File: src/assert_macros.svh
// Assertion helpers included by hclm_ctrl.
`ifndef ASSERT_MACROS_SVH
`define ASSERT_MACROS_SVH

// Checks prop at every rising clock edge outside reset.
`define ASSERT_CLK(label, clk, rst_n, prop) \
	label: assert property (@(posedge clk) disable iff (!(rst_n)) (prop)) \
		else $error("assertion failed");

// Checks that cond never holds outside reset.
`define ASSERT_NEVER(label, clk, rst_n, cond) \
	`ASSERT_CLK(label, clk, rst_n, !(cond))

`endif

File: src/hclm_pkg.sv
// ----------------------------------------------------------------------------
// hclm_pkg
// Shared constants and types of the hash-chain longest-match core.
// ----------------------------------------------------------------------------
package hclm_pkg;

	localparam int BUFFER_DEPTH_DEF = 16384;
	localparam int MAX_MATCH_DEF    = 256;
	localparam int MIN_PREFIX       = 3;

	localparam int POS_W    = 14;
	localparam int LEN_W    = 9;
	localparam int OFF_W    = 13;
	localparam int WS_W     = 14;
	localparam int PROBE_W  = 11;
	localparam int LINK_W   = 15;
	localparam int BYTE_W   = 8;
	localparam int KIND_W   = 2;
	localparam int IN_DATA_W  = 56;
	localparam int OUT_DATA_W = 24;
	localparam int CFG_DATA_W = 14;

	localparam logic [KIND_W-1:0] KIND_WRITE_BYTE = 2'd0;
	localparam logic [KIND_W-1:0] KIND_WRITE_LINK = 2'd1;
	localparam logic [KIND_W-1:0] KIND_FIND       = 2'd2;

	localparam logic CFG_WINDOW_SIZE = 1'b0;
	localparam logic CFG_PROBE_LIMIT = 1'b1;

	localparam logic [WS_W-1:0]    WINDOW_SIZE_RST = 14'd8192;
	localparam logic [PROBE_W-1:0] PROBE_LIMIT_RST = 11'd128;

	typedef struct packed {
		logic byte_we;
		logic link_we;
	} mem_ctl_t;

endpackage

File: src/hclm_ctrl.sv
// ----------------------------------------------------------------------------
// hclm_ctrl
// Item decode, chain walk sequencer and result register.
// ----------------------------------------------------------------------------
`include "assert_macros.svh"

module hclm_ctrl #(
	parameter int AW        = 14,
	parameter int MAX_MATCH = hclm_pkg::MAX_MATCH_DEF
) (
	input  logic                             clk,
	input  logic                             arst_n,
	input  logic                             s_axis_tvalid,
	output logic                             s_axis_tready,
	input  logic [hclm_pkg::IN_DATA_W-1:0]   s_axis_tdata,
	input  logic [hclm_pkg::KIND_W-1:0]      s_axis_tuser,
	output logic                             m_axis_tvalid,
	input  logic                             m_axis_tready,
	output logic [hclm_pkg::OUT_DATA_W-1:0]  m_axis_tdata,
	input  logic [hclm_pkg::WS_W-1:0]        window_size,
	input  logic [hclm_pkg::PROBE_W-1:0]     probe_limit,
	output hclm_pkg::mem_ctl_t               mem_ctl,
	output logic [AW-1:0]                    waddr,
	output logic [hclm_pkg::BYTE_W-1:0]      byte_wdata,
	output logic [hclm_pkg::LINK_W-1:0]      link_wdata,
	output logic [AW-1:0]                    link_raddr,
	input  logic [hclm_pkg::LINK_W-1:0]      link_rdata,
	output logic [AW-1:0]                    byte_raddr_a,
	output logic [AW-1:0]                    byte_raddr_b,
	input  logic [hclm_pkg::BYTE_W-1:0]      byte_rdata_a,
	input  logic [hclm_pkg::BYTE_W-1:0]      byte_rdata_b
);

	localparam logic [2:0] ST_IDLE  = 3'd0;
	localparam logic [2:0] ST_LINK  = 3'd1;
	localparam logic [2:0] ST_CMPB  = 3'd2;
	localparam logic [2:0] ST_MATCH = 3'd3;
	localparam logic [2:0] ST_EVAL  = 3'd4;
	localparam logic [2:0] ST_DONE  = 3'd5;

	localparam logic [hclm_pkg::LEN_W-1:0] LEN_MAX = hclm_pkg::LEN_W'(MAX_MATCH);
	localparam logic [hclm_pkg::LEN_W-1:0] LEN_MIN = hclm_pkg::LEN_W'(hclm_pkg::MIN_PREFIX);

	logic [2:0]                       state_q;
	logic [hclm_pkg::POS_W-1:0]       pos_q;
	logic [hclm_pkg::POS_W-1:0]       node_q;
	logic [hclm_pkg::PROBE_W-1:0]     probes_q;
	logic [hclm_pkg::LEN_W-1:0]       best_q;
	logic [hclm_pkg::LEN_W-1:0]       len_q;
	logic [hclm_pkg::OFF_W-1:0]       kept_q;
	logic                             out_valid_q;
	logic [hclm_pkg::LEN_W-1:0]       out_len_q;
	logic [hclm_pkg::OFF_W-1:0]       out_off_q;

	logic [hclm_pkg::POS_W-1:0]       in_position;
	logic [hclm_pkg::BYTE_W-1:0]      in_byte_value;
	logic [hclm_pkg::POS_W-1:0]       in_link_target;
	logic                             in_link_is_end;
	logic [hclm_pkg::POS_W-1:0]       in_chain_head;
	logic                             in_accept;
	logic [hclm_pkg::POS_W-1:0]       link_target;
	logic [hclm_pkg::LEN_W-1:0]       len_next;
	logic [hclm_pkg::LEN_W-1:0]       rd_idx;
	logic [AW-1:0]                    base_b;
	logic                             bytes_eq;
	logic signed [15:0]               off_raw;
	logic signed [15:0]               off_wrap;
	logic                             off_bad;

	assign in_position    = s_axis_tdata[13:0];
	assign in_byte_value  = s_axis_tdata[21:14];
	assign in_link_target = s_axis_tdata[35:22];
	assign in_link_is_end = s_axis_tdata[36];
	assign in_chain_head  = s_axis_tdata[50:37];

	assign s_axis_tready = (state_q == ST_IDLE);
	assign in_accept     = s_axis_tvalid && s_axis_tready;

	assign mem_ctl.byte_we = in_accept && (s_axis_tuser == hclm_pkg::KIND_WRITE_BYTE);
	assign mem_ctl.link_we = in_accept && (s_axis_tuser == hclm_pkg::KIND_WRITE_LINK);
	assign waddr      = AW'(in_position);
	assign byte_wdata = in_byte_value;
	assign link_wdata = {in_link_is_end, in_link_target};

	assign link_target = link_rdata[hclm_pkg::POS_W-1:0];
	assign len_next    = len_q + 1'b1;
	assign bytes_eq    = (byte_rdata_a == byte_rdata_b);

	// ST_LINK fetches the bytes at best_q; ST_MATCH fetches the byte at len_q + 1 while the byte at len_q is compared.
	always_comb begin
		rd_idx = '0;
		base_b = AW'(node_q);
		case (state_q)
			ST_LINK: begin
				rd_idx = best_q;
				base_b = AW'(link_target);
			end
			ST_MATCH: rd_idx = len_next;
			default:  rd_idx = '0;
		endcase
	end

	assign link_raddr   = (state_q == ST_IDLE) ? AW'(in_chain_head) : AW'(node_q);
	assign byte_raddr_a = AW'(pos_q) + AW'(rd_idx);
	assign byte_raddr_b = base_b + AW'(rd_idx);

	assign off_raw  = $signed({2'b00, pos_q}) - $signed({2'b00, node_q}) - 16'sd1;
	assign off_wrap = off_raw[15] ? (off_raw + $signed({2'b00, window_size})) : off_raw;
	assign off_bad  = off_wrap[15] || (off_wrap[13:0] >= window_size);

	always_ff @(posedge clk or negedge arst_n) begin
		if (!arst_n) begin
			state_q     <= ST_IDLE;
			kept_q      <= '0;
			out_valid_q <= 1'b0;
			best_q      <= '0;
			len_q       <= '0;
		end else begin
			if (out_valid_q && m_axis_tready) begin
				out_valid_q <= 1'b0;
			end
			unique case (state_q)
				ST_IDLE: begin
					if (in_accept && s_axis_tuser == hclm_pkg::KIND_FIND) begin
						pos_q    <= in_position;
						node_q   <= in_chain_head;
						probes_q <= probe_limit;
						best_q   <= '0;
						state_q  <= ST_LINK;
					end
				end
				ST_LINK: begin
					if (link_rdata[hclm_pkg::LINK_W-1] || probes_q == '0) begin
						state_q <= ST_DONE;
					end else begin
						probes_q <= probes_q - 1'b1;
						node_q   <= link_target;
						state_q  <= ST_CMPB;
					end
				end
				ST_CMPB: begin
					if (!bytes_eq) begin
						state_q <= ST_LINK;
					end else begin
						len_q   <= '0;
						state_q <= ST_MATCH;
					end
				end
				ST_MATCH: begin
					if (!bytes_eq) begin
						state_q <= (len_q < LEN_MIN) ? ST_LINK : ST_EVAL;
					end else if (len_next == LEN_MAX) begin
						len_q   <= len_next;
						state_q <= ST_EVAL;
					end else begin
						len_q <= len_next;
					end
				end
				ST_EVAL: begin
					if (len_q > best_q) begin
						if (off_bad) begin
							state_q <= ST_DONE;
						end else begin
							kept_q  <= off_wrap[hclm_pkg::OFF_W-1:0];
							best_q  <= len_q;
							state_q <= (len_q == LEN_MAX) ? ST_DONE : ST_LINK;
						end
					end else begin
						state_q <= ST_LINK;
					end
				end
				ST_DONE: begin
					if (!out_valid_q) begin
						out_valid_q <= 1'b1;
						out_len_q   <= best_q;
						out_off_q   <= kept_q;
						state_q     <= ST_IDLE;
					end
				end
				default: state_q <= ST_IDLE;
			endcase
		end
	end

	assign m_axis_tvalid = out_valid_q;
	assign m_axis_tdata  = {2'b00, out_off_q, out_len_q};

	`ASSERT_NEVER(a_len_bound, clk, arst_n, len_q > LEN_MAX)
	`ASSERT_NEVER(a_best_bound, clk, arst_n, best_q > LEN_MAX)
	`ASSERT_CLK(a_done_loads, clk, arst_n, (state_q == ST_DONE && !out_valid_q) |=> (out_valid_q && state_q == ST_IDLE))

endmodule
File: config.mk
export PLATFORM = sky130hd
export DESIGN_NAME = hclm_ctrl
export DESIGN_NICKNAME = d
export VERILOG_FILES = /design/src/hclm_pkg.sv /design/src/hclm_ctrl.sv
export VERILOG_INCLUDE_DIRS = /design/src /design/src/src
export SDC_FILE = /design/constraint.sdc
export NUM_CORES = 1
export LEC_CHECK = 0
export BUFFER_PORTS_ARGS = -buffer_cell sky130_fd_sc_hd__buf_4
export CAP_MARGIN = 20
export CELL_PAD_IN_SITES_DETAIL_PLACEMENT = 0
export CELL_PAD_IN_SITES_GLOBAL_PLACEMENT = 1
export CORE_ASPECT_RATIO = 2
export CORE_UTILIZATION = 36
export DETAILED_ROUTE_END_ITERATION = 10
export PLACE_DENSITY_LB_ADDON = 0.1
export SYNTH_ARGS = -nofsm -noshare
export SYNTH_HDL_FRONTEND = slang
export SYNTH_SLANG_ARGS = --single-unit
File: constraint.sdc
create_clock -name clk -period 6.4 [get_ports clk]
set_clock_uncertainty 0.2 [all_clocks]
set_input_delay 0.64 -clock clk [delete_from_list [all_inputs] [get_ports clk]]
set_output_delay 0.64 -clock clk [all_outputs]
set_load 0.1 [all_outputs]
# Yosys cells after proc, flatten, opt, wreduce, memory -nomap -nowiden
# Cells that the tools add are included.
# word_totals
regBits,96
inputBits,118
output_inout_bits,107
elab_cells,91
# classes
add_sub_neg,7
magnitude_cmp,3
eq_ne,18
muxes,31
bitwise_logic,2
reduce_logical,20
# ops
cell,count
$mux W14,4
$pmux W9 S2,3
$mux W9,5
$add A14 B9 Y14,2
$pmux W14 S2,1
$mux W3,9
$mux W11,2
$pmux W11 S2,1
$eq A9 B9 Y1 const B,2
$pmux W3 S6,1
$add A16 B15 Y16,1
$mux W16,1
$sub A15 B2 Y16 const B,1
$reduce_and A3 Y1,5
$sub A14 B14 Y15,1
$ge A14 B14 Y1,1
$ne A2 B2 Y1 const B,6
$logic_not A11 Y1,1
$sub A11 B1 Y11 const B,1
$add A9 B1 Y9 const B,1
$gt A9 B9 Y1,1
$lt A9 B2 Y1 const B,1
$eq A8 B8 Y1,1
$reduce_and A4 Y1,2
15 further kinds,27

# Depth between registers and ports, before layout
# Gate-level depths: netlist of the first run.
# depth
ltp_word,9
depth_mapped,29
depth_no_buf,28

# Worst setup path before layout of the first run
# OpenSTA, ideal clock, no wires.
# synth_path
path_kind,register to register
from,register node_q[0] (netlist bit)
to,register kept_q[10] (netlist bit)
setup_ns,0.125
arrival_ns,5.755
required_ns,6.075
path_slack_ns,0.320
stages_incl_launch_ff,28
n_path_buf,1
cell_sequence,edfxtp_1 -> ha_1 -> fa_1 -> nand2b_1 -> a21o_1 -> a311oi_1 -> nor2b_1 -> nand4_2 -> a211oi_1 -> nand2_1 -> xnor2_1 -> ha_1 -> nor2_1 -> a211oi_1 -> a21o_1 -> a21oi_1 -> xor2_1 -> o32ai_1 -> ha_1 -> nand2_1 -> nor2_1 -> a211oi_1 -> o31ai_1 -> nor4_1 -> o31ai_4 -> o211ai_2 -> buf_6 -> mux2_4
# synth_between
elab_chain_cells,8
# synth_lines
item,line,rtl
"start, declared",hclm_ctrl.sv:46,logic [hclm_pkg::POS_W-1:0] node_q;
"start signal, assigned",hclm_ctrl.sv:126,node_q <= in_chain_head;
"start signal, assigned",hclm_ctrl.sv:137,node_q <= link_target;
$sub A14 B14 Y15 *,hclm_ctrl.sv:107,"assign off_raw = $signed({2'b00, pos_q}) - $signed({2'b00, node_q}) - 16'sd1;"
$sub A15 B2 Y16 *,hclm_ctrl.sv:107,
$add A16 B15 Y16,hclm_ctrl.sv:108,"assign off_wrap = off_raw[15] ? (off_raw + $signed({2'b00, window_size})) : off_raw;"
$mux W16 *,hclm_ctrl.sv:108,
$ge A14 B14 Y1,hclm_ctrl.sv:109,assign off_bad = off_wrap[15] || (off_wrap[13:0] >= window_size);
$logic_or A1 B1 Y1,hclm_ctrl.sv:109,
$not A1 Y1 (no source line),-,
$reduce_and A3 Y1 (no source line),-,
"end signal, assigned",hclm_ctrl.sv:164,kept_q <= off_wrap[hclm_pkg::OFF_W-1:0];
"end, declared",hclm_ctrl.sv:50,logic [hclm_pkg::OFF_W-1:0] kept_q;
# Every way passes the cells marked *; elsewhere a longest branch is shown, timed or not.
# A chain may end at the register's enable or synchronous reset.

# Worst setup path in the final report of the first run
# layout_path
from,register pos_q[0] (netlist bit)
to,register kept_q[2] (netlist bit)
# layout_between
elab_chain_cells,8
# layout_lines
item,line,rtl
"start, declared",hclm_ctrl.sv:45,logic [hclm_pkg::POS_W-1:0] pos_q;
"start signal, assigned",hclm_ctrl.sv:125,pos_q <= in_position;
$sub A14 B14 Y15 *,hclm_ctrl.sv:107,
$sub A15 B2 Y16 *,hclm_ctrl.sv:107,
$add A16 B15 Y16,hclm_ctrl.sv:108,
$mux W16 *,hclm_ctrl.sv:108,
net off_wrap[11],hclm_ctrl.sv:67,logic signed [15:0] off_wrap;
$ge A14 B14 Y1 *,hclm_ctrl.sv:109,
$logic_or A1 B1 Y1 *,hclm_ctrl.sv:109,
$not A1 Y1 (no source line) *,-,
$reduce_and A3 Y1 (no source line) *,-,
# Mark *: on every way through the listed nets, which the timed path passes. The rest lies on a longest branch.

==> results of run 1 <==
-- worst paths after layout --
path                                             from                      to  slack [ns]  cells past startpoint
worst max-delay path               pos_q[0]$_DFFE_PP_   kept_q[2]$_DFFE_PN0P_        0.26                     30
worst min-delay path                           arst_n   kept_q[4]$_DFFE_PN0P_        0.05                      1
worst max register to register     pos_q[0]$_DFFE_PP_   kept_q[2]$_DFFE_PN0P_        0.26                     30
worst min register to register  kept_q[0]$_DFFE_PN0P_  out_off_q[0]$_DFFE_PP_        0.25                      0
max in group asynchronous                      arst_n  state_q[2]$_DFFE_PN0P_        5.57                      1
min in group clk                kept_q[0]$_DFFE_PN0P_  out_off_q[0]$_DFFE_PP_        0.25                      0
-- layer usage --
layer | vias to the layer above | track usage | share of wire
met5 | - | 0 | 0
met4 | 0 | 0.100 | 0.038
met3 | 44 | 0.0286 | 0.026
met2 | 165 | 0.476 | 0.61
met1 | 3610 | 0.189 | 0.33
li1 | 3800 | - | -
-- state kept, by name, summed over array words and instances (netlist names) --
signal	count
len_q	9
out_len_q	9
m_axis_tvalid	1
kept_q	13
node_q	14
pos_q	14
out_off_q	13
state_q	3
probes_q	11
best_q	9
-- synthesized netlist by cell type, types with 12 or more instances --
master | n | share of area
sky130_fd_sc_hd__a21o_1 | 13 | 0.011
sky130_fd_sc_hd__xnor2_1 | 47 | 0.048
sky130_fd_sc_hd__ha_1 | 74 | 0.11
sky130_fd_sc_hd__o21ai_0 | 76 | 0.045
sky130_fd_sc_hd__mux2i_1 | 12 | 0.014
sky130_fd_sc_hd__xor2_1 | 22 | 0.023
sky130_fd_sc_hd__nand3_1 | 24 | 0.014
sky130_fd_sc_hd__a21oi_1 | 37 | 0.022
sky130_fd_sc_hd__inv_1 | 68 | 0.030
sky130_fd_sc_hd__o31ai_1 | 12 | 0.011
sky130_fd_sc_hd__nand2_1 | 140 | 0.062
sky130_fd_sc_hd__edfxtp_1 | 61 | 0.21
sky130_fd_sc_hd__nand2b_1 | 14 | 0.010
sky130_fd_sc_hd__nor2_1 | 62 | 0.027
sky130_fd_sc_hd__dfrtp_1 | 35 | 0.10
sky130_fd_sc_hd__nor3_1 | 18 | 0.011
sky130_fd_sc_hd__clkbuf_1 | 23 | 0.010
sky130_fd_sc_hd__buf_4 | 41 | 0.036
-- cells by family after synthesis --
kind of cell,synth area share
multiplexers,0.0436
AO/OA/AOI/OAI,0.193
XOR/XNOR,0.0727
AND/OR/NAND/NOR,0.173
other,0.000440
buffers and inverters,0.0817
flip-flops,0.317
adder cells (fa/ha/maj),0.118
-- critical path: cells and delay by family, from the launching register on --
kind | cells | cell delay, ns
flops | 1 | 0.35
mux | 1 | 0.29
compound gates | 8 | 1.69
buf+inv | 4 | 0.49
simple gates | 12 | 1.88
xor+xnor | 1 | 0.05
fa+ha+maj | 4 | 1.04
-- timing repair --
action	in CTS	in global routing
gates resized for setup	4	48
gates cloned	0	1
hold endpoints to repair	0	0
pin swaps	0	22
hold buffers	0	0
setup buffers	0	17
endpoints found under the setup margin	20	23
-- cell type report --
class / instances / area, µm² / area share
Inverter: 68 / 255 / 0.0234
Clock inverter: 6 / 60.1 / 0.00551
Clock buffer: 10 / 239 / 0.0219
Multi-Input combinational cell: 735 / 5370 / 0.492
Sequential cell: 96 / 2710 / 0.248
Tap cell: 283 / 354 / 0.0325
Timing Repair Buffer: 247 / 1920 / 0.176
-- stage by stage --
step	TNS (ns)	util	setup slack, ns	instance area [µm²]
3_3_place_gp	0	0.440	0.0505	10200
5_1_grt	-0.147	0.470	-0.0228	10900
4_1_cts	0	0.454	0.00876	10500
2_1_floorplan	0	-	0.320	8540
3_5_place_dp	-0.917	0.440	-0.0784	10200
6_report	0	0.470	0.265	10900
-- cell usage in the layout, fill, tap and decap left out, types with 35 or more instances in the layout --
cell type / Yosys / final
sky130_fd_sc_hd__ha_1: 74 / 69
sky130_fd_sc_hd__nand2_1: 140 / 137
sky130_fd_sc_hd__xnor2_1: 47 / 45
sky130_fd_sc_hd__buf_4: 41 / 242
sky130_fd_sc_hd__edfxtp_1: 61 / 61
sky130_fd_sc_hd__nor2_1: 62 / 59
sky130_fd_sc_hd__a21oi_1: 37 / 35
sky130_fd_sc_hd__o21ai_0: 76 / 74
sky130_fd_sc_hd__inv_1: 68 / 67
sky130_fd_sc_hd__dfrtp_1: 35 / 35
-- power by group --
part	switching (mW)	leakage, nW	internal (mW)	total (mW)
combinational	2.67	3.67	1.18	3.85
sequential	0.0780	1.03	0.796	0.874
clock	0.273	0.149	0.284	0.558
total	3.02	4.84	2.26	5.28
==> summary.md, run 1 <==
| Metric | Value |
|---|---|
| Placed Cells incl. Taps | `1412` |
| Cell Count, Final, Fillers Out | `1445` |
| Crit path kind | `reg2reg` |
| Number of flops mapped to enable cells by yosys | `61` |
| Largest buffer count on any clock path | `2` |
| Number of global-route vias before repair | `7786` |
| Average wire length per cell after detail routing | `18.6 µm` |
| Total congestion overflow | `0` |
| Die span in y | `220 µm` |
| Final Setup Violations | `0` |
| CP Capture Type | `register` |
| Average vias per placed instance | `5.27` |
| Post-synthesis instance area | `8530 µm²` |
| Total length of routed wires | `26.9 mm` |
| Weighted congestion reported at the end of routability-driven placement | `0.850` |
| Slowest library cell on the worst path | `sky130_fd_sc_hd__fa_2` |
| Total via count in the routed design | `7619` |
| Largest net degree at the start of global routing | `41` |
| CORE AREA | `23200 µm²` |
| Max-slew violations | `0` |
| Synthesized instance count | `969` |
| Share of post-route cells with drive strength above 1 | `0.293` |
| Worst path required time | `6.46 ns` |
| Static leakage | `4.84 nW` |
| Drt initial violations | `254` |
| DP Wirelength | `22.0 mm` |
| Outcome | `complete, no violations` |
| Clock Latency Late Sink | `0.37 ns` |
| Number of detailed-route iterations in the first pass | `4` |
| Clock tree root buffer cell | `sky130_fd_sc_hd__clkbuf_16` |
| Num ports | `225` |
| Number of hold-slack violations in the final timing report | `0` |
| Longest individual stage delay on the worst path | `0.39 ns` |
| Die outline area | `24400 µm²` |
| Count of warnings emitted by yosys | `0` |
| Clk pin slew, worst setup/hold paths | `0.07 ns` |
| Maximum vdd drop | `0.277 mV` |
| Type of the tightest min-delay check | `in2async` |
| Worst slack on hold paths | `0.0472 ns` |
| Avg Inst Size Synth | `8.80 µm²` |
| Least-Margin Pin Slew | `0.813 ns` |
| Antenna-violating nets left | `0` |
| Initial antenna violation count | `0` |
| Wire length of the first global-routing pass | `40.5 mm` |
| Number of storage elements in the synthesis netlist | `96` |
| Cell repeated most along the worst path | `sky130_fd_sc_hd__nor2_1` |
| # fillers | `2296` |
| Synthesis-to-finish area growth | `27.8%` |
| Total routing resource utilization after global routing | `0.219` |
| Crit path DAT | `6.19 ns` |
| Share of synthesized area occupied by flip-flops and latches | `0.317` |
| Effective utilization at floorplan | `0.367` |
| Overall Power | `5.28 mW` |
| Tcrit/Tclk final | `0.959` |
| TritonCTS clock tree | `yes` |
| Number of sinks driven by the clock tree | `96` |
| Setup crit start kind | `register` |
| DIE WIDTH | `111 µm` |
| Fin nets | `1353` |
| Input/output buffers | `171` |
| Fin crit period | `6.14 ns` |
| FFs w/ async S/R, synth | `0.365` |
| Synth unique cells | `76` |
| Ys flop type | `sky130_fd_sc_hd__edfxtp_1` |
| Number of buffers created by CTS | `9` |
| Maximum clock frequency | `163 MHz` |
| Post-route DRC violation count | `0` |
| Site Rows | `79` |
| CTS H-tree depth | `3` |
| Number of maximum-capacitance violations | `0` |
| Headroom to the max-slew limit | `0.455` |
| Number of inserted diodes | `0` |
| Power density of the placed cells | `484 nW/µm²` |
| Largest driver fanout on the critical path | `6` |
No activity file was read; power rests on OpenSTA's default activity.
==> inputs of run 2 (changes only) <==
--- a/config.mk
+++ b/config.mk
@@ -9,9 +9,9 @@
 export BUFFER_PORTS_ARGS = -buffer_cell sky130_fd_sc_hd__buf_4
 export CAP_MARGIN = 20
 export CELL_PAD_IN_SITES_DETAIL_PLACEMENT = 0
-export CELL_PAD_IN_SITES_GLOBAL_PLACEMENT = 1
+export CELL_PAD_IN_SITES_GLOBAL_PLACEMENT = 2
 export CORE_ASPECT_RATIO = 2
-export CORE_UTILIZATION = 36
+export CORE_UTILIZATION = 29
 export DETAILED_ROUTE_END_ITERATION = 10
 export PLACE_DENSITY_LB_ADDON = 0.1
 export SYNTH_ARGS = -nofsm -noshare
==> run 2 against run 1 <==
Against the previous run:
- highest routed layer unchanged
- sequential cell count unchanged
- critical endpoint is now kept_q[8]$_DFFE_PN0P_
- sequential share of layout area down 0.31 points
- final cell count up 5.6%
- critical path depth down 3
- setup slack worse by 0.088 ns
- register-to-register slack worse by 0.09 ns
- total power up 1.4%
- clock power up 2%
- global-route usage down 1.7 points
- first-iteration DRC count down 9.4%
- count of clock-buffer cells in the layout down 1
==> summary.md, run 2 (synthesis gave the netlist of run 1 again) <==
| Metric | Value |
|---|---|
| Outcome | `complete, no violations` |
| Clock tree root buffer cell | `sky130_fd_sc_hd__clkbuf_16` |
| Post-route DRC violation count | `0 (unchanged)` |
| Clk pin slew, worst setup/hold paths | `0.08 ns (about the same)` |
| Wire length of the first global-routing pass | `44.3 mm (+9.5%)` |
| Number of hold-slack violations in the final timing report | `0 (unchanged)` |
| Drt initial violations | `230 (-9.4%)` |
| Number of maximum-capacitance violations | `0 (unchanged)` |
| Least-Margin Pin Slew | `0.838 ns (+0.0247 ns)` |
| Longest individual stage delay on the worst path | `0.42 ns (+0.03 ns)` |
| Share of post-route cells with drive strength above 1 | `0.304 (+0.0101)` |
| Switching power | `3.07 mW (+1.7%)` |
| Crit path DAT | `6.29 ns (+0.10 ns)` |
| Effective utilization at floorplan | `0.296 (-0.0715)` |
| Switching part of the total power | `0.574 (+0.00121)` |
| Average wire length per cell after detail routing | `19.5 µm (+4.9%)` |
| DIE WIDTH | `123 µm (+11%)` |
| # fillers | `3066 (+34%)` |
| Average vias per placed instance | `4.98 (-5.5%)` |
| Unrepaired setup endpoints after global routing | `yes` |
| Regs by FF count | `node_q x14, pos_q x14` |
| Slowest library cell on the worst path | `sky130_fd_sc_hd__or3_4` |
| Crit path kind | `reg2reg` |
| Setup total negative slack | `0 ns (unchanged)` |
| Number of global-route vias before repair | `8024 (+3.1%)` |
| Max-slew violations | `0 (unchanged)` |
| Clock group share of total power | `0.106 (about the same)` |
| Internal Pwr Total | `2.28 mW (+1.1%)` |
| Maximum clock frequency | `161 MHz (-1.4%)` |
| Die outline area | `30200 µm² (+24%)` |
| Static leakage | `4.84 nW (about the same)` |
| Number of detailed-route iterations in the first pass | `4 (unchanged)` |
| CTS H-tree depth | `3 (unchanged)` |
| Input/output buffers | `171 (unchanged)` |
| Cell Count, Final, Fillers Out | `1526 (+5.6%)` |
| Tcrit/Tclk final | `0.972 (+0.0137)` |
| DP Wirelength | `24.2 mm (+9.8%)` |
| Die span in y | `245 µm (+11%)` |
| Synthesis-to-finish area growth | `29.5%` |
| Total length of routed wires | `29.8 mm (+11%)` |
| Final Setup Violations | `0 (unchanged)` |
| Worst path required time | `6.47 ns (about the same)` |
| Placed Cells incl. Taps | `1495 (+5.9%)` |
| Fin crit period | `6.22 ns (+0.0877 ns)` |
| Type of the tightest min-delay check | `in2async` |
| Total via count in the routed design | `7600 (-0.25%)` |
| Number of buffers created by CTS | `9 (unchanged)` |
| Commonest cells after routing, fill and taps aside | `sky130_fd_sc_hd__buf_4, sky130_fd_sc_hd__nand2_1, sky130_fd_sc_hd__o21ai_0, sky130_fd_sc_hd__ha_1, sky130_fd_sc_hd__inv_1` |
| Proportion of power drawn by flip-flops and latches | `0.161 (-0.005)` |
| Clock Latency Late Sink | `0.38 ns (about the same)` |
| Antenna-violating nets left | `0 (unchanged)` |
| Largest net degree at the start of global routing | `41 (unchanged)` |
| Maximum vdd drop | `0.350 mV (+26%)` |
| TritonCTS clock tree | `yes` |
| Number of sinks driven by the clock tree | `96 (unchanged)` |
| Initial antenna violation count | `0 (unchanged)` |
| Combinational fraction of design power | `0.733 (+0.004)` |
| Power density of the placed cells | `485 nW/µm² (+0.16%)` |
| Number of hold buffers added after CTS | `0 (unchanged)` |
| Headroom to the max-slew limit | `0.439 (-0.0157)` |
| Largest buffer count on any clock path | `2 (unchanged)` |
| Commonest non-fill, non-tap cell in the layout | `sky130_fd_sc_hd__buf_4` |
| Setup slack of the worst register-to-register path | `0.18 ns (-0.09 ns)` |
| Setup crit start kind | `register` |
| Largest driver fanout on the critical path | `6 (unchanged)` |
| CORE AREA | `28800 µm² (+24%)` |
| CP Capture Type | `register` |
| Number of inserted diodes | `0 (unchanged)` |
| Fin nets | `1357 (+0.30%)` |
| Total congestion overflow | `0 (unchanged)` |
| Num ports | `225 (unchanged)` |
| Site Rows | `88 (+11%)` |
| Weighted congestion reported at the end of routability-driven placement | `0.840 (-1.1%)` |
| Total routing resource utilization after global routing | `0.203 (-0.0167)` |
==> run 2: changes by cell type in the layout (fill, tap and decap cells not counted), sizes merged <==
| cell | before | now |
|---|---|---|
| buf | 246 | 249 |
| clkinv | 2 | 3 |
==> run 2: cell type report <==
| cell class | instances | area (µm²) | share of cell area |
|---|---|---|---|
| Clock buffer | 9 | 225 | 0.0204 |
| Timing Repair Buffer | 251 | 1950 | 0.176 |
| Clock inverter | 7 | 63.8 | 0.00578 |
| Tap cell | 360 | 450 | 0.0408 |
| Sequential cell | 96 | 2710 | 0.245 |
| Inverter | 68 | 255 | 0.0231 |
| Multi-Input combinational cell | 735 | 5400 | 0.489 |
==> run 2: what timing repair did <==
action                                  CTS  global route
setup buffers                             1            13
gates resized for setup                   8            56
pin swaps                                 0            30
endpoints found under the setup margin   21            23
gates cloned                              0             2
==> run 2: path summary, 6_finish.rpt <==
check | startpoint | endpoint | cells past startpoint
max reg2reg | node_q[0]$_DFFE_PP_ | kept_q[8]$_DFFE_PN0P_ | 27
max | node_q[0]$_DFFE_PP_ | kept_q[8]$_DFFE_PN0P_ | 27
max in group asynchronous | arst_n | len_q[0]$_DFFE_PN0P_ | 2
min reg2reg | kept_q[0]$_DFFE_PN0P_ | out_off_q[0]$_DFFE_PP_ | 0
min | arst_n | kept_q[5]$_DFFE_PN0P_ | 2
min in group clk | s_axis_tdata[1] | pos_q[1]$_DFFE_PP_ | 1
==> run 2: metrics by stage <==
step	cell area [µm²]	setup WS [ns]	total power, mW	hold WS [ns]	utilization
floorplan	8540	0.320	3.64	0.144	-
global placement	10300	-0.113	4.66	0.232	0.359
detailed placement	10300	-0.197	4.66	0.238	0.359
CTS	10700	0.00799	5.28	0.225	0.370
global route	11000	-0.218	5.68	0.231	0.383
finish	11000	0.177	5.36	0.212	0.383
==> run 2: worst max-delay path, delay by kind of cell, from the launching register on <==
family,cells,cell delay (ns)
buffers and inverters,1,0.24
AND/OR/NAND/NOR,10,1.70
multiplexers,1,0.30
XOR/XNOR,2,0.23
adder cells (fa/ha/maj),4,1.30
AO/OA/AOI/OAI,9,1.74
flip-flops,1,0.40
==> run 2: per-layer routing <==
| metal | part of all wire | GRT usage | vias up |
|---|---|---|---|
| met4 | 0.047 | 0.106 | 0 |
| met5 | 0 | 0 | - |
| met1 | 0.32 | 0.177 | 3587 |
| met3 | 0.030 | 0.0271 | 49 |
| met2 | 0.60 | 0.419 | 160 |
| li1 | - | - | 3804 |
==> run 2: power groups by stage <==
stage / registers [mW] / clock network, mW / logic (mW)
final: 0.864 / 0.569 / 3.92
after global routing: 0.878 / 0.602 / 4.20
after CTS: 0.865 / 0.590 / 3.82
after detailed placement: 0.878 / 0 / 3.79
after global placement: 0.877 / 0 / 3.78
after floorplan: 0.910 / 0 / 2.73
==> inputs of run 3 (changes only) <==
--- a/config.mk
+++ b/config.mk
@@ -11,7 +11,7 @@
 export CELL_PAD_IN_SITES_DETAIL_PLACEMENT = 0
 export CELL_PAD_IN_SITES_GLOBAL_PLACEMENT = 2
 export CORE_ASPECT_RATIO = 2
-export CORE_UTILIZATION = 29
+export CORE_UTILIZATION = 32
 export DETAILED_ROUTE_END_ITERATION = 10
 export PLACE_DENSITY_LB_ADDON = 0.1
 export SYNTH_ARGS = -nofsm -noshare
==> constraint.sdc (replaced) <==
create_clock -name clk -period 5.8 [get_ports clk]
set_clock_uncertainty 0.2 [all_clocks]
set_input_delay 0.58 -clock clk [delete_from_list [all_inputs] [get_ports clk]]
set_output_delay 0.58 -clock clk [all_outputs]
set_load 0.1 [all_outputs]
==> run 3 against run 2 <==
Against the previous run:
- cell area increased by 7.1%
- maximum frequency up 2.8%
- the flow now finishes with violations (setup timing)
- clock power rose by 11%
- final cell count up 4.8%
- die area fell by 9.3%
- sequential share of layout area fell by 1.6 points
- via count rose by 4.2%
- total power increased by 17%
- global-route usage grew 1.2 points
- count of clock-buffer cells in the layout up 1
==> summary.md, run 3 (synthesis gave the netlist of run 1 again) <==
| Metric | Value |
|---|---|
| Crit path DAT | `6.11 ns (-0.18 ns)` |
| Worst hold stages | `1` |
| Seq. cell area | `2710 µm² (unchanged)` |
| Drt initial violations | `214 (-7.0%)` |
| Total via count in the routed design | `7918 (+4.2%)` |
| Number of inserted diodes | `0 (unchanged)` |
| Number of sinks driven by the clock tree | `96 (unchanged)` |
| Reg2Reg Depth | `27 (unchanged)` |
| Average vias per placed instance | `4.95 (-0.57%)` |
| Initial antenna violation count | `0 (unchanged)` |
| Launch point of the worst hold path | `s_axis_tdata[1]` |
| Worst slack on hold paths | `0.195 ns (-0.0167 ns)` |
| Fin crit period | `6.05 ns (-0.170 ns)` |
| Commonest non-fill, non-tap cell in the layout | `sky130_fd_sc_hd__buf_4` |
| Slowest library cell on the worst path | `sky130_fd_sc_hd__edfxtp_1` |
| Wire length of the first global-routing pass | `43.7 mm (-1.5%)` |
| Fin nets | `1446 (+6.6%)` |
| Die span in y | `233 µm (-4.8%)` |
| Power density of the placed cells | `530 nW/µm² (+9.3%)` |
| Overall Power | `6.27 mW (+17%)` |
| Static leakage | `5.31 nW (+9.7%)` |
| Total length of routed wires | `29.0 mm (-2.7%)` |
| CTS H-tree depth | `3 (unchanged)` |
| Number of detailed-route iterations in the first pass | `4 (unchanged)` |
| Weighted congestion reported at the end of routability-driven placement | `0.821 (-2.3%)` |
| Number of maximum-capacitance violations | `0 (unchanged)` |
| Clk pin slew, worst setup/hold paths | `0.07 ns (about the same)` |
| Average wire length per cell after detail routing | `18.1 µm (-7.2%)` |
| Least-Margin Pin Slew | `0.885 ns (+0.0465 ns)` |
| R2r startpoint | `node_q[0]$_DFFE_PP_` |
| Setup slack of the worst register-to-register path | `-0.25 ns (-0.43 ns)` |
| Maximum vdd drop | `0.398 mV (+14%)` |
| Worst path required time | `5.86 ns (-0.61 ns)` |
| Total congestion overflow | `0 (unchanged)` |
| Number of buffer and inverter stages on the critical path | `2 (+1)` |
| Largest net degree at the start of global routing | `42 (+2.4%)` |
| Largest buffer count on any clock path | `2 (unchanged)` |
| Share of post-route cells with drive strength above 1 | `0.353 (+0.0494)` |
| Capture endpoint of the worst hold path | `pos_q[1]$_DFFE_PP_` |
| CP Capture Type | `register` |
| Tcrit/Tclk final | `1.04 (+0.0713)` |
| Cell Count, Final, Fillers Out | `1599 (+4.8%)` |
| Cell class contributing the biggest share of worst-path delay | `simple AND/OR/NAND/NOR gates` |
| Setup slack after placement | `-0.622 ns (-0.425 ns)` |
| Post-route DRC violation count | `0 (unchanged)` |
| Number of hold-slack violations in the final timing report | `0 (unchanged)` |
| # fillers | `2693 (-12%)` |
| Number of buffers created by CTS | `9 (unchanged)` |
| Regs by FF count | `node_q x14, pos_q x14` |
| Outcome | `finished, violations left` |
| Input/output buffers | `171 (unchanged)` |
| Cell repeated most along the worst path | `sky130_fd_sc_hd__nor2_1` |
| DIE WIDTH | `117 µm (-4.7%)` |
| Die outline area | `27400 µm² (-9.3%)` |
| Max-slew violations | `0 (unchanged)` |
| Maximum clock frequency | `165 MHz (+2.8%)` |
| DP Wirelength | `23.8 mm (-1.5%)` |
| CORE AREA | `26300 µm² (-8.9%)` |
| Setup crit start kind | `register` |
| Type of the tightest min-delay check | `in2reg` |
| Violations in the final reports | `setup timing` |
| Largest driver fanout on the critical path | `6 (unchanged)` |
| Number of global-route vias before repair | `8115 (+1.1%)` |
| Antenna-violating nets left | `0 (unchanged)` |
| Unrepaired setup endpoints after global routing | `yes` |
| Clock Latency Late Sink | `0.38 ns (about the same)` |
| Area of the multi-input gates | `5500 µm² (+1.9%)` |
| Placed Cells incl. Taps | `1557 (+4.1%)` |
| Final Setup Violations | `23 (+23)` |
| Effective utilization at floorplan | `0.325 (+0.0290)` |
| Clock tree root buffer cell | `sky130_fd_sc_hd__clkbuf_16` |
| Final setup slack of the worst path | `-0.253 ns (-0.430 ns)` |
| Site Rows | `84 (-4.5%)` |
| Crit path kind | `reg2reg` |
| Total routing resource utilization after global routing | `0.215 (+0.0122)` |
| Commonest cells after routing, fill and taps aside | `sky130_fd_sc_hd__buf_4, sky130_fd_sc_hd__nand2_1, sky130_fd_sc_hd__o21ai_0, sky130_fd_sc_hd__ha_1, sky130_fd_sc_hd__inv_1` |
| Headroom to the max-slew limit | `0.408 (-0.0311)` |
| Num ports | `225 (unchanged)` |
| TritonCTS clock tree | `yes` |
| Synthesis-to-finish area growth | `38.6%` |
| Endpoint of the worst-slack reg-to-reg timing path | `kept_q[3]$_DFFE_PN0P_` |
| Longest individual stage delay on the worst path | `0.43 ns (about the same)` |
-- run 3: cell types whose count changed in the layout (fill, tap and decap cells not counted), moves of 3 or more --
cell / previous run / this run
sky130_fd_sc_hd__buf_12: 2 / 5
sky130_fd_sc_hd__buf_4: 246 / 332
sky130_fd_sc_hd__ha_1: 65 / 69
sky130_fd_sc_hd__ha_2: 6 / 2
sky130_fd_sc_hd__inv_1: 64 / 68
sky130_fd_sc_hd__inv_2: 4 / 0
sky130_fd_sc_hd__nor3_1: 14 / 11
sky130_fd_sc_hd__nor3_4: 0 / 3
sky130_fd_sc_hd__xor2_1: 22 / 18
sky130_fd_sc_hd__xor2_2: 0 / 4
-- run 3: worst max path at each step --
stage                     cells after the start                endpoint                start  slack (ns)
after floorplan                              27  kept_q[10]$_DFFE_PN0P_  node_q[0]$_DFFE_PP_       0.001
after global placement                       26   kept_q[2]$_DFFE_PN0P_   pos_q[0]$_DFFE_PP_       -0.62
after detailed placement                     25   kept_q[5]$_DFFE_PN0P_  node_q[0]$_DFFE_PP_       -0.62
after CTS                                    28   kept_q[8]$_DFFE_PN0P_  node_q[0]$_DFFE_PP_       -0.22
after global routing                         27   kept_q[0]$_DFFE_PN0P_  node_q[0]$_DFFE_PP_       -0.61
final                                        27   kept_q[3]$_DFFE_PN0P_  node_q[0]$_DFFE_PP_       -0.25
-- run 3: metrics by stage --
step	utilization	setup TNS [ns]	area (µm²)
finish	0.450	-4.84	11800
global route	0.450	-12.67	11800
floorplan	-	0	8560
detailed placement	0.419	-13.18	11000
global placement	0.419	-13.38	11000
CTS	0.444	-4.34	11700
-- run 3: per-layer routing --
layer,vias to the layer above,track usage,routed length (µm)
li1,3978,-,-
met1,3736,0.180,9300
met2,148,0.464,17600
met3,56,0.0270,669
met4,0,0.122,1460
met5,-,0,0
-- run 3: area by class of cell --
| cell class | instances | area share |
|---|---|---|
| Multi-Input combinational cell | 735 | 0.465 |
| Clock inverter | 6 | 0.00561 |
| Sequential cell | 96 | 0.229 |
| Timing Repair Buffer | 340 | 0.223 |
| Tap cell | 344 | 0.0364 |
| Clock buffer | 10 | 0.0194 |
| Inverter | 68 | 0.0216 |
-- run 3: report_power, final --
| part | leakage [nW] | internal (mW) | switching (mW) |
|---|---|---|---|
| sequential | 1.03 | 0.879 | 0.0699 |
| combinational | 4.14 | 1.60 | 3.09 |
| clock | 0.148 | 0.338 | 0.294 |
-- run 3: worst reg2reg max path, stage by stage (launching register included) --
cell	delay, ns
sky130_fd_sc_hd__edfxtp_1	0.43
sky130_fd_sc_hd__ha_4	0.19
sky130_fd_sc_hd__fa_2	0.34
sky130_fd_sc_hd__nand2b_4	0.17
sky130_fd_sc_hd__a21o_1	0.18
sky130_fd_sc_hd__a311oi_2	0.27
sky130_fd_sc_hd__nor2b_4	0.21
sky130_fd_sc_hd__nand4_4	0.15
sky130_fd_sc_hd__or3_4	0.41
sky130_fd_sc_hd__nand2_2	0.08
sky130_fd_sc_hd__xnor2_2	0.12
sky130_fd_sc_hd__ha_4	0.21
sky130_fd_sc_hd__nor3_4	0.06
sky130_fd_sc_hd__a211oi_4	0.35
sky130_fd_sc_hd__buf_4	0.18
sky130_fd_sc_hd__xor2_1	0.06
sky130_fd_sc_hd__nor2_1	0.11
sky130_fd_sc_hd__nor2_1	0.06
sky130_fd_sc_hd__ha_1	0.32
sky130_fd_sc_hd__a21oi_1	0.13
sky130_fd_sc_hd__nor2_1	0.06
sky130_fd_sc_hd__a211oi_2	0.30
sky130_fd_sc_hd__o31ai_4	0.15
sky130_fd_sc_hd__nor4_2	0.25
sky130_fd_sc_hd__nand4_1	0.21
sky130_fd_sc_hd__o211ai_4	0.19
sky130_fd_sc_hd__clkbuf_16	0.24
sky130_fd_sc_hd__mux2_4	0.30
-- run 3: timing repair --
action                                  CTS  global route
hold endpoints to repair                  9             0
cloned                                    1             0
endpoints found under the setup margin   23            25
resized for setup                        47            22
pin swaps                                34            29
setup buffers                            17             8
hold buffers                              1             0
